===== config.mk =====
export PLATFORM = sky130hd
export DESIGN_NAME = priority_ready_queue_unit
export DESIGN_NICKNAME = d
export VERILOG_FILES = /design/src/sv/prq_pkg.sv /design/src/sv/prq_cell.sv /design/src/sv/priority_ready_queue_unit.sv
export SDC_FILE = /design/constraint.sdc
export NUM_CORES = 2
export LEC_CHECK = 0
export BUFFER_PORTS_ARGS = -buffer_cell sky130_fd_sc_hd__buf_2
export CAP_MARGIN = 30
export CORE_MARGIN = 4
export CORE_UTILIZATION = 50
export DETAILED_ROUTE_END_ITERATION = 16
export PLACE_DENSITY = 0.76
export SYNTH_ARGS = -nofsm -noshare
export SYNTH_HDL_FRONTEND = slang
export SYNTH_SLANG_ARGS = --single-unit

===== constraint.sdc =====
create_clock -name i_clk -period 7 [get_ports i_clk]
set_input_delay 1.05 -clock i_clk [delete_from_list [all_inputs] [get_ports i_clk]]
set_output_delay 1.05 -clock i_clk [all_outputs]
set_load 0.05 [all_outputs]

===== src/sv/prq_pkg.sv =====
`default_nettype none

package prq_pkg;

    // Request codes
    localparam logic REQ_INSERT = 1'b0;
    localparam logic REQ_REMOVE = 1'b1;

    // Result status codes
    localparam int          STATUS_BITS  = 2;
    localparam logic [1:0]  STATUS_DONE  = 2'd0;
    localparam logic [1:0]  STATUS_FULL  = 2'd1;
    localparam logic [1:0]  STATUS_EMPTY = 2'd2;

    // Parameter defaults
    localparam int QUEUE_DEPTH_DEF   = 64;
    localparam int TAG_BITS_DEF      = 8;
    localparam int PRIORITY_BITS_DEF = 8;

    // Per-cycle command broadcast to every cell
    typedef struct packed {
        logic do_insert;
        logic do_remove;
    } t_prq_ctrl;

endpackage

`default_nettype wire


===== src/sv/prq_cell.sv =====
`default_nettype none

module prq_cell #(
    parameter int TAG_BITS      = prq_pkg::TAG_BITS_DEF,
    parameter int PRIORITY_BITS = prq_pkg::PRIORITY_BITS_DEF
) (
    input  wire                          i_clk,
    input  wire prq_pkg::t_prq_ctrl      i_ctrl,
    input  wire logic [TAG_BITS-1:0]     i_new_tag,
    input  wire logic [PRIORITY_BITS-1:0] i_new_prio,
    input  wire logic                    i_occupied,
    input  wire logic                    i_at_tail,
    input  wire logic                    i_left_lt,
    input  wire logic [TAG_BITS-1:0]     i_left_tag,
    input  wire logic [PRIORITY_BITS-1:0] i_left_prio,
    input  wire logic [TAG_BITS-1:0]     i_right_tag,
    input  wire logic [PRIORITY_BITS-1:0] i_right_prio,
    output logic                         o_lt,
    output logic [TAG_BITS-1:0]          o_tag,
    output logic [PRIORITY_BITS-1:0]     o_prio
);

    logic [TAG_BITS-1:0]      r_tag;
    logic [PRIORITY_BITS-1:0] r_prio;
    logic [TAG_BITS-1:0]      n_tag;
    logic [PRIORITY_BITS-1:0] n_prio;
    logic                     w_move;

    // Entry of strictly lower priority than the new one: it moves back
    assign o_lt   = i_occupied && (r_prio < i_new_prio);
    assign w_move = o_lt || i_at_tail;

    always_comb begin
        n_tag  = r_tag;
        n_prio = r_prio;
        if (i_ctrl.do_insert && w_move) begin
            if (i_left_lt) begin
                n_tag  = i_left_tag;
                n_prio = i_left_prio;
            end else begin
                n_tag  = i_new_tag;
                n_prio = i_new_prio;
            end
        end else if (i_ctrl.do_remove) begin
            n_tag  = i_right_tag;
            n_prio = i_right_prio;
        end
    end

    always_ff @(posedge i_clk) begin
        r_tag  <= n_tag;
        r_prio <= n_prio;
    end

    assign o_tag  = r_tag;
    assign o_prio = r_prio;

endmodule

`default_nettype wire


===== src/sv/priority_ready_queue_unit.sv =====
`default_nettype none

// Priority ready queue: process tags kept sorted by descending priority.
// Command channel: drive start with req_type, process_tag and priority_req;
// the item is taken at a rising edge with start high and busy low. busy is
// always low, so one item may be taken every cycle.
// An insert lands behind every entry of equal or higher priority (FIFO within
// one priority); into a full queue it is dropped with status FULL. A remove
// returns the head entry, or status EMPTY with zero tag and priority.
// Result channel: o_done pulses for one cycle, in the cycle after the item is
// taken, with status, removed tag/priority and the occupancy after the item.
// Throughput is one item per cycle. The rate is set by the row of QUEUE_DEPTH
// cells: every cell compares its priority with the new one and loads from its
// left neighbor, its right neighbor or the new item in the same cycle, so the
// whole row shifts at once.
// The receiver cannot stall; each result is valid in its strobe cycle only.
// Reset clears the occupancy count and the result strobe; cell contents stay
// undefined, and only cells below the count are ever read.
module priority_ready_queue_unit #(
    parameter int QUEUE_DEPTH   = prq_pkg::QUEUE_DEPTH_DEF,
    parameter int TAG_BITS      = prq_pkg::TAG_BITS_DEF,
    parameter int PRIORITY_BITS = prq_pkg::PRIORITY_BITS_DEF,
    parameter int CNT_BITS      = $clog2(QUEUE_DEPTH + 1)
) (
    input  wire                               i_clk,
    input  wire                               i_rst_n,
    input  wire logic                         start,
    output logic                              busy,
    input  wire logic                         i_req_type,
    input  wire logic [TAG_BITS-1:0]          i_process_tag,
    input  wire logic [PRIORITY_BITS-1:0]     i_priority_req,
    output logic                              o_done,
    output logic [prq_pkg::STATUS_BITS-1:0]   o_status,
    output logic [TAG_BITS-1:0]               o_removed_tag,
    output logic [PRIORITY_BITS-1:0]          o_removed_priority,
    output logic [CNT_BITS-1:0]               o_occupancy
);

    localparam logic [CNT_BITS-1:0] DEPTH_CNT = CNT_BITS'(QUEUE_DEPTH);

    logic                    w_accept;
    logic                    w_full;
    logic                    w_empty;
    prq_pkg::t_prq_ctrl      w_ctrl;

    logic [TAG_BITS-1:0]      w_tag  [QUEUE_DEPTH];
    logic [PRIORITY_BITS-1:0] w_prio [QUEUE_DEPTH];
    logic                     w_lt   [QUEUE_DEPTH];

    logic [CNT_BITS-1:0]              r_count, n_count;
    logic                             r_done;
    logic [prq_pkg::STATUS_BITS-1:0]  r_status, n_status;
    logic [TAG_BITS-1:0]              r_rtag, n_rtag;
    logic [PRIORITY_BITS-1:0]         r_rprio, n_rprio;

    assign busy     = 1'b0;
    assign w_accept = start && !busy;
    assign w_full   = (r_count == DEPTH_CNT);
    assign w_empty  = (r_count == '0);

    // Broadcast command: drop inserts into a full queue, removes from empty
    assign w_ctrl.do_insert = w_accept && (i_req_type == prq_pkg::REQ_INSERT) && !w_full;
    assign w_ctrl.do_remove = w_accept && (i_req_type == prq_pkg::REQ_REMOVE) && !w_empty;

    // Row of cells, head at index 0
    for (genvar g = 0; g < QUEUE_DEPTH; g++) begin : g_cell
        logic                     w_left_lt;
        logic [TAG_BITS-1:0]      w_left_tag, w_right_tag;
        logic [PRIORITY_BITS-1:0] w_left_prio, w_right_prio;

        if (g == 0) begin : g_head
            assign w_left_lt   = 1'b0;
            assign w_left_tag  = i_process_tag;
            assign w_left_prio = i_priority_req;
        end else begin : g_mid
            assign w_left_lt   = w_lt[g-1];
            assign w_left_tag  = w_tag[g-1];
            assign w_left_prio = w_prio[g-1];
        end

        if (g == QUEUE_DEPTH - 1) begin : g_tail
            // Last cell holds on remove
            assign w_right_tag  = w_tag[g];
            assign w_right_prio = w_prio[g];
        end else begin : g_body
            assign w_right_tag  = w_tag[g+1];
            assign w_right_prio = w_prio[g+1];
        end

        prq_cell #(
            .TAG_BITS      (TAG_BITS),
            .PRIORITY_BITS (PRIORITY_BITS)
        ) u_cell (
            .i_clk        (i_clk),
            .i_ctrl       (w_ctrl),
            .i_new_tag    (i_process_tag),
            .i_new_prio   (i_priority_req),
            .i_occupied   (CNT_BITS'(g) < r_count),
            .i_at_tail    (CNT_BITS'(g) == r_count),
            .i_left_lt    (w_left_lt),
            .i_left_tag   (w_left_tag),
            .i_left_prio  (w_left_prio),
            .i_right_tag  (w_right_tag),
            .i_right_prio (w_right_prio),
            .o_lt         (w_lt[g]),
            .o_tag        (w_tag[g]),
            .o_prio       (w_prio[g])
        );
    end

    // Count and result for the item taken this cycle
    always_comb begin
        n_count  = r_count;
        n_status = prq_pkg::STATUS_DONE;
        n_rtag   = '0;
        n_rprio  = '0;
        if (i_req_type == prq_pkg::REQ_INSERT) begin
            if (w_full) begin
                n_status = prq_pkg::STATUS_FULL;
            end else begin
                n_count = r_count + 1'b1;
            end
        end else begin
            if (w_empty) begin
                n_status = prq_pkg::STATUS_EMPTY;
            end else begin
                n_count = r_count - 1'b1;
                n_rtag  = w_tag[0];
                n_rprio = w_prio[0];
            end
        end
    end

    always_ff @(posedge i_clk) begin
        if (!i_rst_n) begin
            r_count <= '0;
            r_done  <= 1'b0;
        end else begin
            r_done <= w_accept;
            if (w_accept) begin
                r_count <= n_count;
            end
        end
    end

    // Result payload: hold until the next item
    always_ff @(posedge i_clk) begin
        if (w_accept) begin
            r_status <= n_status;
            r_rtag   <= n_rtag;
            r_rprio  <= n_rprio;
        end
    end

    assign o_done             = r_done;
    assign o_status           = r_status;
    assign o_removed_tag      = r_rtag;
    assign o_removed_priority = r_rprio;
    assign o_occupancy        = r_count;

    a_count_bound: assert property (@(posedge i_clk) disable iff (!i_rst_n)
        r_count <= DEPTH_CNT)
        else $error("occupancy above queue depth");

    a_done_follows: assert property (@(posedge i_clk) disable iff (!i_rst_n)
        w_accept |=> o_done)
        else $error("accepted item produced no result strobe");

    a_full_count: assert property (@(posedge i_clk) disable iff (!i_rst_n)
        (o_done && o_status == prq_pkg::STATUS_FULL) |-> (o_occupancy == DEPTH_CNT))
        else $error("full status with queue not full");

    a_empty_zero: assert property (@(posedge i_clk) disable iff (!i_rst_n)
        (o_done && o_status == prq_pkg::STATUS_EMPTY)
            |-> (o_occupancy == '0 && o_removed_tag == '0 && o_removed_priority == '0))
        else $error("empty status with nonzero payload");

endmodule

`default_nettype wire


After elaboration in Yosys (flattened, before gate mapping)
Index checks and enable logic that the tools add are counted.
{"block": "op_classes", "n_addsub": 2, "magnitude_cmp": 128, "eq_ne": 66, "n_mux": 384, "bitwise": 1, "reduce_logical": 264}
{"operator": "8-bit two-way mux", "count": 378}
{"operator": "8-bit less-than comparator", "count": 64}
{"operator": "6-bit by 7-bit == test with 1-bit output, first input constant", "count": 32}
{"operator": "6-bit by 7-bit less-than comparator with 1-bit output, first input constant", "count": 32}
{"operator": "1-bit logical AND", "count": 132}
{"operator": "2-bit nonzero test", "count": 63}
{"operator": "5-bit by 7-bit == test with 1-bit output, first input constant", "count": 16}
{"operator": "5-bit by 7-bit less-than comparator with 1-bit output, first input constant", "count": 16}
{"operator": "1-bit logical OR", "count": 64}
{"operator": "4-bit by 7-bit == test with 1-bit output, first input constant", "count": 8}
{"operator": "4-bit by 7-bit less-than comparator with 1-bit output, first input constant", "count": 8}
{"operator": "3-bit by 7-bit == test with 1-bit output, first input constant", "count": 4}
{"operator": "3-bit by 7-bit less-than comparator with 1-bit output, first input constant", "count": 4}
{"operator": "7-bit two-way mux", "count": 3}
{"operator": "2-bit by 7-bit == test with 1-bit output, first input constant", "count": 2}
{"operator": "1-bit by 7-bit less-than comparator with 1-bit output, first input constant", "count": 2}
{"operator": "2-bit by 7-bit less-than comparator with 1-bit output, first input constant", "count": 2}
{"operator": "7-bit by 1-bit adder with 7-bit output, second input constant", "count": 1}
{"operator": "1-bit by 7-bit == test with 1-bit output, first input constant", "count": 1}
{"operator": "7-bit == test, second input constant", "count": 1}
{"operator": "7-bit logical NOT", "count": 1}
{"operator": "7-bit by 1-bit subtractor with 7-bit output, second input constant", "count": 1}
{"operator": "2-bit two-way mux", "count": 2}
{"operator": "2-bit != test, second input constant", "count": 2}
{"operator": "5 further kinds", "count": 6}
{"block": "word_totals", "reg_bits": 1050, "in_bits": 20}

Logic depth before layout (Yosys ltp)
{"block": "depth", "word_depth": 5, "mapped_depth": 12, "ltp_nobuf": 8}

Modules after synthesis
Synthesis repeated with hierarchy kept, for this count alone.
{"block": "unflattened", "cells_unflattened": 5888, "hier_area_um2": 74904.3}
{"module": "prq_cell", "instances": 64, "cells_per_inst": 87, "area_each_um2": 1133.6, "seq_area_each_um2": 480.5}
{"module": "priority_ready_queue_unit", "instances": 1, "cells_per_inst": 320, "area_each_um2": 2354.8, "seq_area_each_um2": 700.7}

Least setup slack after synthesis
No wires, ideal clock.
{"block": "synth_timing", "kind": "input to register", "start": "in i_priority_req[6]", "end": "reg g_cell[46].u_cell.r_prio[0], enable pin", "setup_time_ns": 0.375, "t_arrival_ns": 5.325, "required_ns": 6.625, "path_slack_ns": 1.300, "path_stages": 11, "path_buffers": 3, "path_cell_list": "inv_1 clkbuf_1 ha_1 and3_1 a221oi_1 nand3_1 a31oi_4 o21a_1 buf_2 buf_6 nand2b_1"}
{"block": "synth_between", "elab_chain_len": 5}
{"element": "start, declared", "line": "priority_ready_queue_unit.sv:31", "text": "input wire logic [PRIORITY_BITS-1:0] i_priority_req,"}
{"element": "8-bit less-than comparator", "line": "prq_cell.sv:30", "text": "assign o_lt = i_occupied && (r_prio < i_new_prio);"}
{"element": "1-bit logical AND", "line": "prq_cell.sv:30"}
{"element": "1-bit logical OR", "line": "prq_cell.sv:31", "text": "assign w_move = o_lt || i_at_tail;"}
{"element": "1-bit logical AND", "line": "prq_cell.sv:36", "text": "if (i_ctrl.do_insert && w_move) begin"}
{"element": "2-bit nonzero test (no line)"}
{"element": "end signal, assigned", "line": "prq_cell.sv:52", "text": "r_prio <= n_prio;"}
{"element": "end, declared", "line": "prq_cell.sv:24", "text": "logic [PRIORITY_BITS-1:0] r_prio;"}
Every way passes these cells.
A chain may end at the register's enable or synchronous reset.

Worst setup path after layout
{"block": "layout_timing", "start": "in i_priority_req[5]", "end": "reg g_cell[10].u_cell.r_tag[2], enable pin"}
{"block": "layout_between", "elab_chain_len": 5}
{"element": "8-bit less-than comparator", "line": "prq_cell.sv:30"}
{"element": "1-bit logical AND", "line": "prq_cell.sv:30"}
{"element": "1-bit logical OR", "line": "prq_cell.sv:31"}
{"element": "1-bit logical AND", "line": "prq_cell.sv:36"}
{"element": "2-bit nonzero test (no line)"}
{"element": "end signal, assigned", "line": "prq_cell.sv:51", "text": "r_tag <= n_tag;"}
{"element": "end, declared", "line": "prq_cell.sv:23", "text": "logic [TAG_BITS-1:0] r_tag;"}
Every way passes these cells.

==> flow_summary.ini <==
[floorplanning]
die-area_um2 = 138400
io_pins = 47
coreArea_um2 = 131600
rows = 133
start_util = 0.5035
die_w_um = 372.1
die_y_um = 372.1

[worst_setup_path]
slowest_delay_ps = 840
slowest_stage = a21oi_2
worstPathRequired_ps = 7370
worst-path-buf-inv = 3
crit_arrival_ps = 5290
path_max_fanout = 21
cp-end-kind = flop
critPathLaunchType = primary input
path_class = in2reg
path_delay_family = compound AO/OA/AOI/OAI gates
cp_cell_sequence = buf_2, clkinv_2, buf_4, ha_1, nand3_1, a21boi_0, a2111oi_2, o21ai_2, a21oi_2, nand2b_1

[cts]
htreeDepth = 3
postCtsHoldBufs = 0
cts_max_path_buffers = 3
cts_tree = built
clk_pin_slew_ps = 60
post_cts_buffers = 0
ctsResizeCount = 0
root_buffer = clkbuf_16
clock_sinks = 1050
worst_skew_pair.late_latency_ps = 760
numCtsBuffers = 111

[sta]
worstMarginPinSlew_ps = 1074
relSlewSlack = 0.2656
fin_ws_ps = 2084
finalClockSkew_ps = 41.39
post-route-period-util = 0.7023
layout_min_cycle_time_ps = 4916
rsz0062_at_grt = no
fmax_mhz = 203.4
finalHoldViolations = 0
tns_ps = 0
setup_viol = 0
slew_violations = 0

[placement]
gp_congestion = 0.9022
portBuffers = 45
hpwlAfterDp_um = 126600
post-place-ws_ps = 1381

[detailed_routing]
vias_per_cell = 6.327
avgRoutedWirePerCell_um = 25.03
drc_errors = 0
firstDrtPassIters = 8
via_count = 46080
drt_iter0_markers = 4862
drt_wl_total_um = 182300
antenna_left = 0

[synthesis]
synth_area_per_cell_um2 = 12.08
synthMuxAreaShare = 0.2321
synthXorXnorAreaFrac = 0.0007929
seq_area_frac_synth = 0.4746
synth_nets = 5960
synth_seq_cells = 1050
yosys.area_share.adder = 0.08552
synthArstFlopShare = 0
yosysWarnings = 0
synth_top_area_frac = 0.4721
ys.flop_type = edfxtp_1
synth_cell_types = 82
syn_inst = 5487
synth_edf_count = 1042
synth_top_cell_by_area = edfxtp_1
yosys.area_share.simple = 0.07469
synth.top_cells.by_area = edfxtp_1 47%, mux2_2 16%, ha_1 8.6%
synth_compound_area_frac = 0.1039
synth_top_family_by_area = multiplexers
syn_area_um2 = 66270

[layout]
drive_gt1_frac = 0.2629
fillers = 10690
regArea_um2 = 31450
syn_to_final_growth_pct = 9.419
multi_input_area_um2 = 33250
nets = 5899

[power]
peakVddDrop_v = 0.0002319
switching_power_mw = 6.095
internal_power_mw = 13.83
combPwrFrac = 0.230
powerDensity_nw_per_um2 = 274.7
p_leak_nw = 28.21
pwr-share-seq = 0.447
swShare = 0.3060
clockPowerShare = 0.322

[global_route]
grt_usage = 0.2582
grt_antenna_before_repair = 5
grt.overflow.total = 0
grt_max_degree = 65
grt_pass1_vias = 45810
grt_pass1_wl_um = 278600

[min_path]
hold_path.class = reg2reg

[run]
drv_cap = 0

[run_status]
status = finished clean
==> metrics by stage <==
stage | hold slack [ps] | utilization | instances | total power [mW] | area (um2)
4_1_cts | 553.8 | 0.5497 | 7269 | 19.86 | 72360
5_1_grt | 567.1 | 0.5508 | 7279 | 20.67 | 72500
2_1_floorplan | 516.0 | - | 5487 | 11.93 | 66270
6_report | 549.4 | 0.5509 | 7283 | 19.92 | 72510
3_5_place_dp | 533.5 | 0.5199 | 7058 | 13.47 | 68430
3_3_place_gp | 531.0 | 0.5177 | 7038 | 13.25 | 68140
==> power groups by stage <==
stage	clock network, mW	registers (mW)	logic [mW]
2_1_floorplan	0	8.70	3.23
4_1_cts	6.47	8.89	4.50
3_5_place_dp	0	9.01	4.46
3_3_place_gp	0	8.99	4.26
6_report	6.42	8.91	4.59
5_1_grt	6.72	8.98	4.97
==> sequential cells by signal, indices dropped and copies added (netlist names) <==
name / cells
o_occupancy: 7
o_removed_priority: 8
o_status: 2
g_cell.u_cell.o_tag: 512
g_cell.u_cell.o_prio: 512
o_done: 1
o_removed_tag: 8
==> synthesized netlist by cell type (32+ instances only) <==
library cell and n:
nand2b_1 70, a21o_1 35, and3_1 44, ha_1 453, buf_4 51, clkbuf_1 191, nor2_1 383, buf_2 107
nand4_1 59, edfxtp_1 1042, nand2_1 386, mux2i_1 464, o21a_1 32, mux2_2 921, nor3b_1 34, nand3_1 50
o21ai_0 382, a21oi_1 376
==> area by class of cell <==
type	count	area share
Multi-Input combinational cell	4051	0.4585
Sequential cell	1050	0.4337
Clock buffer	124	0.03927
Tap cell	1755	0.03028
Timing Repair Buffer	200	0.02243
Clock inverter	87	0.01489
Inverter	12	0.0007937
Antenna cell	4	0.0001380
==> layout by cell type (no fill, tap or decap), types with 16 or more instances in the layout <==
cell type  count
o21a_1        32
buf_2         43
o21ai_2       23
nor2_1       382
o21bai_1      25
clkbuf_16    112
nor2b_1       18
mux2_2       921
a21oi_1      364
nand2_1      385
buf_4        125
a21oi_4       21
and3_1        44
o21ai_0      381
nand4_1       59
clkinv_2      27
a211oi_1      27
nand3_1       49
clkinv_1      23
ha_1         453
o21ai_1       17
mux2_1        19
a2111oi_0     24
nand2b_1      70
nor3b_1       34
edfxtp_1    1042
a21oi_2       26
a21o_1        35
mux2i_1      464
a211o_1       16
buf_8         22
bufinv_16     23
==> metal layers <==
metal	wire length, um	track usage	vias to the layer above
met5	15	0	-
met4	7327	0.1078	2
li1	-	-	20790
met3	16160	0.05011	453
met1	75840	0.3471	22700
met2	82980	0.4098	2140
==> final timing paths <==
path,startpoint,endpoint,slack (ps),depth (start not counted)
min reg2reg,g_cell[63].u_cell.o_tag[5],g_cell[62].u_cell.o_tag[5],550,1
max,i_priority_req[5],g_cell[10].u_cell.o_tag[2],2080,10
min,g_cell[63].u_cell.o_tag[5],g_cell[62].u_cell.o_tag[5],550,1
max reg2reg,o_occupancy[1],g_cell[21].u_cell.o_prio[4],2500,8
==> cell families after synthesis <==
family	after synthesis
multiplexers	1414
buffers and inverters	386
AO/OA/AOI/OAI	1086
XOR/XNOR	6
other	1
AND/OR/NAND/NOR	1091
adder cells (fa/ha/maj)	453
flip-flops	1050
Power figures use the tool's default switching activity.
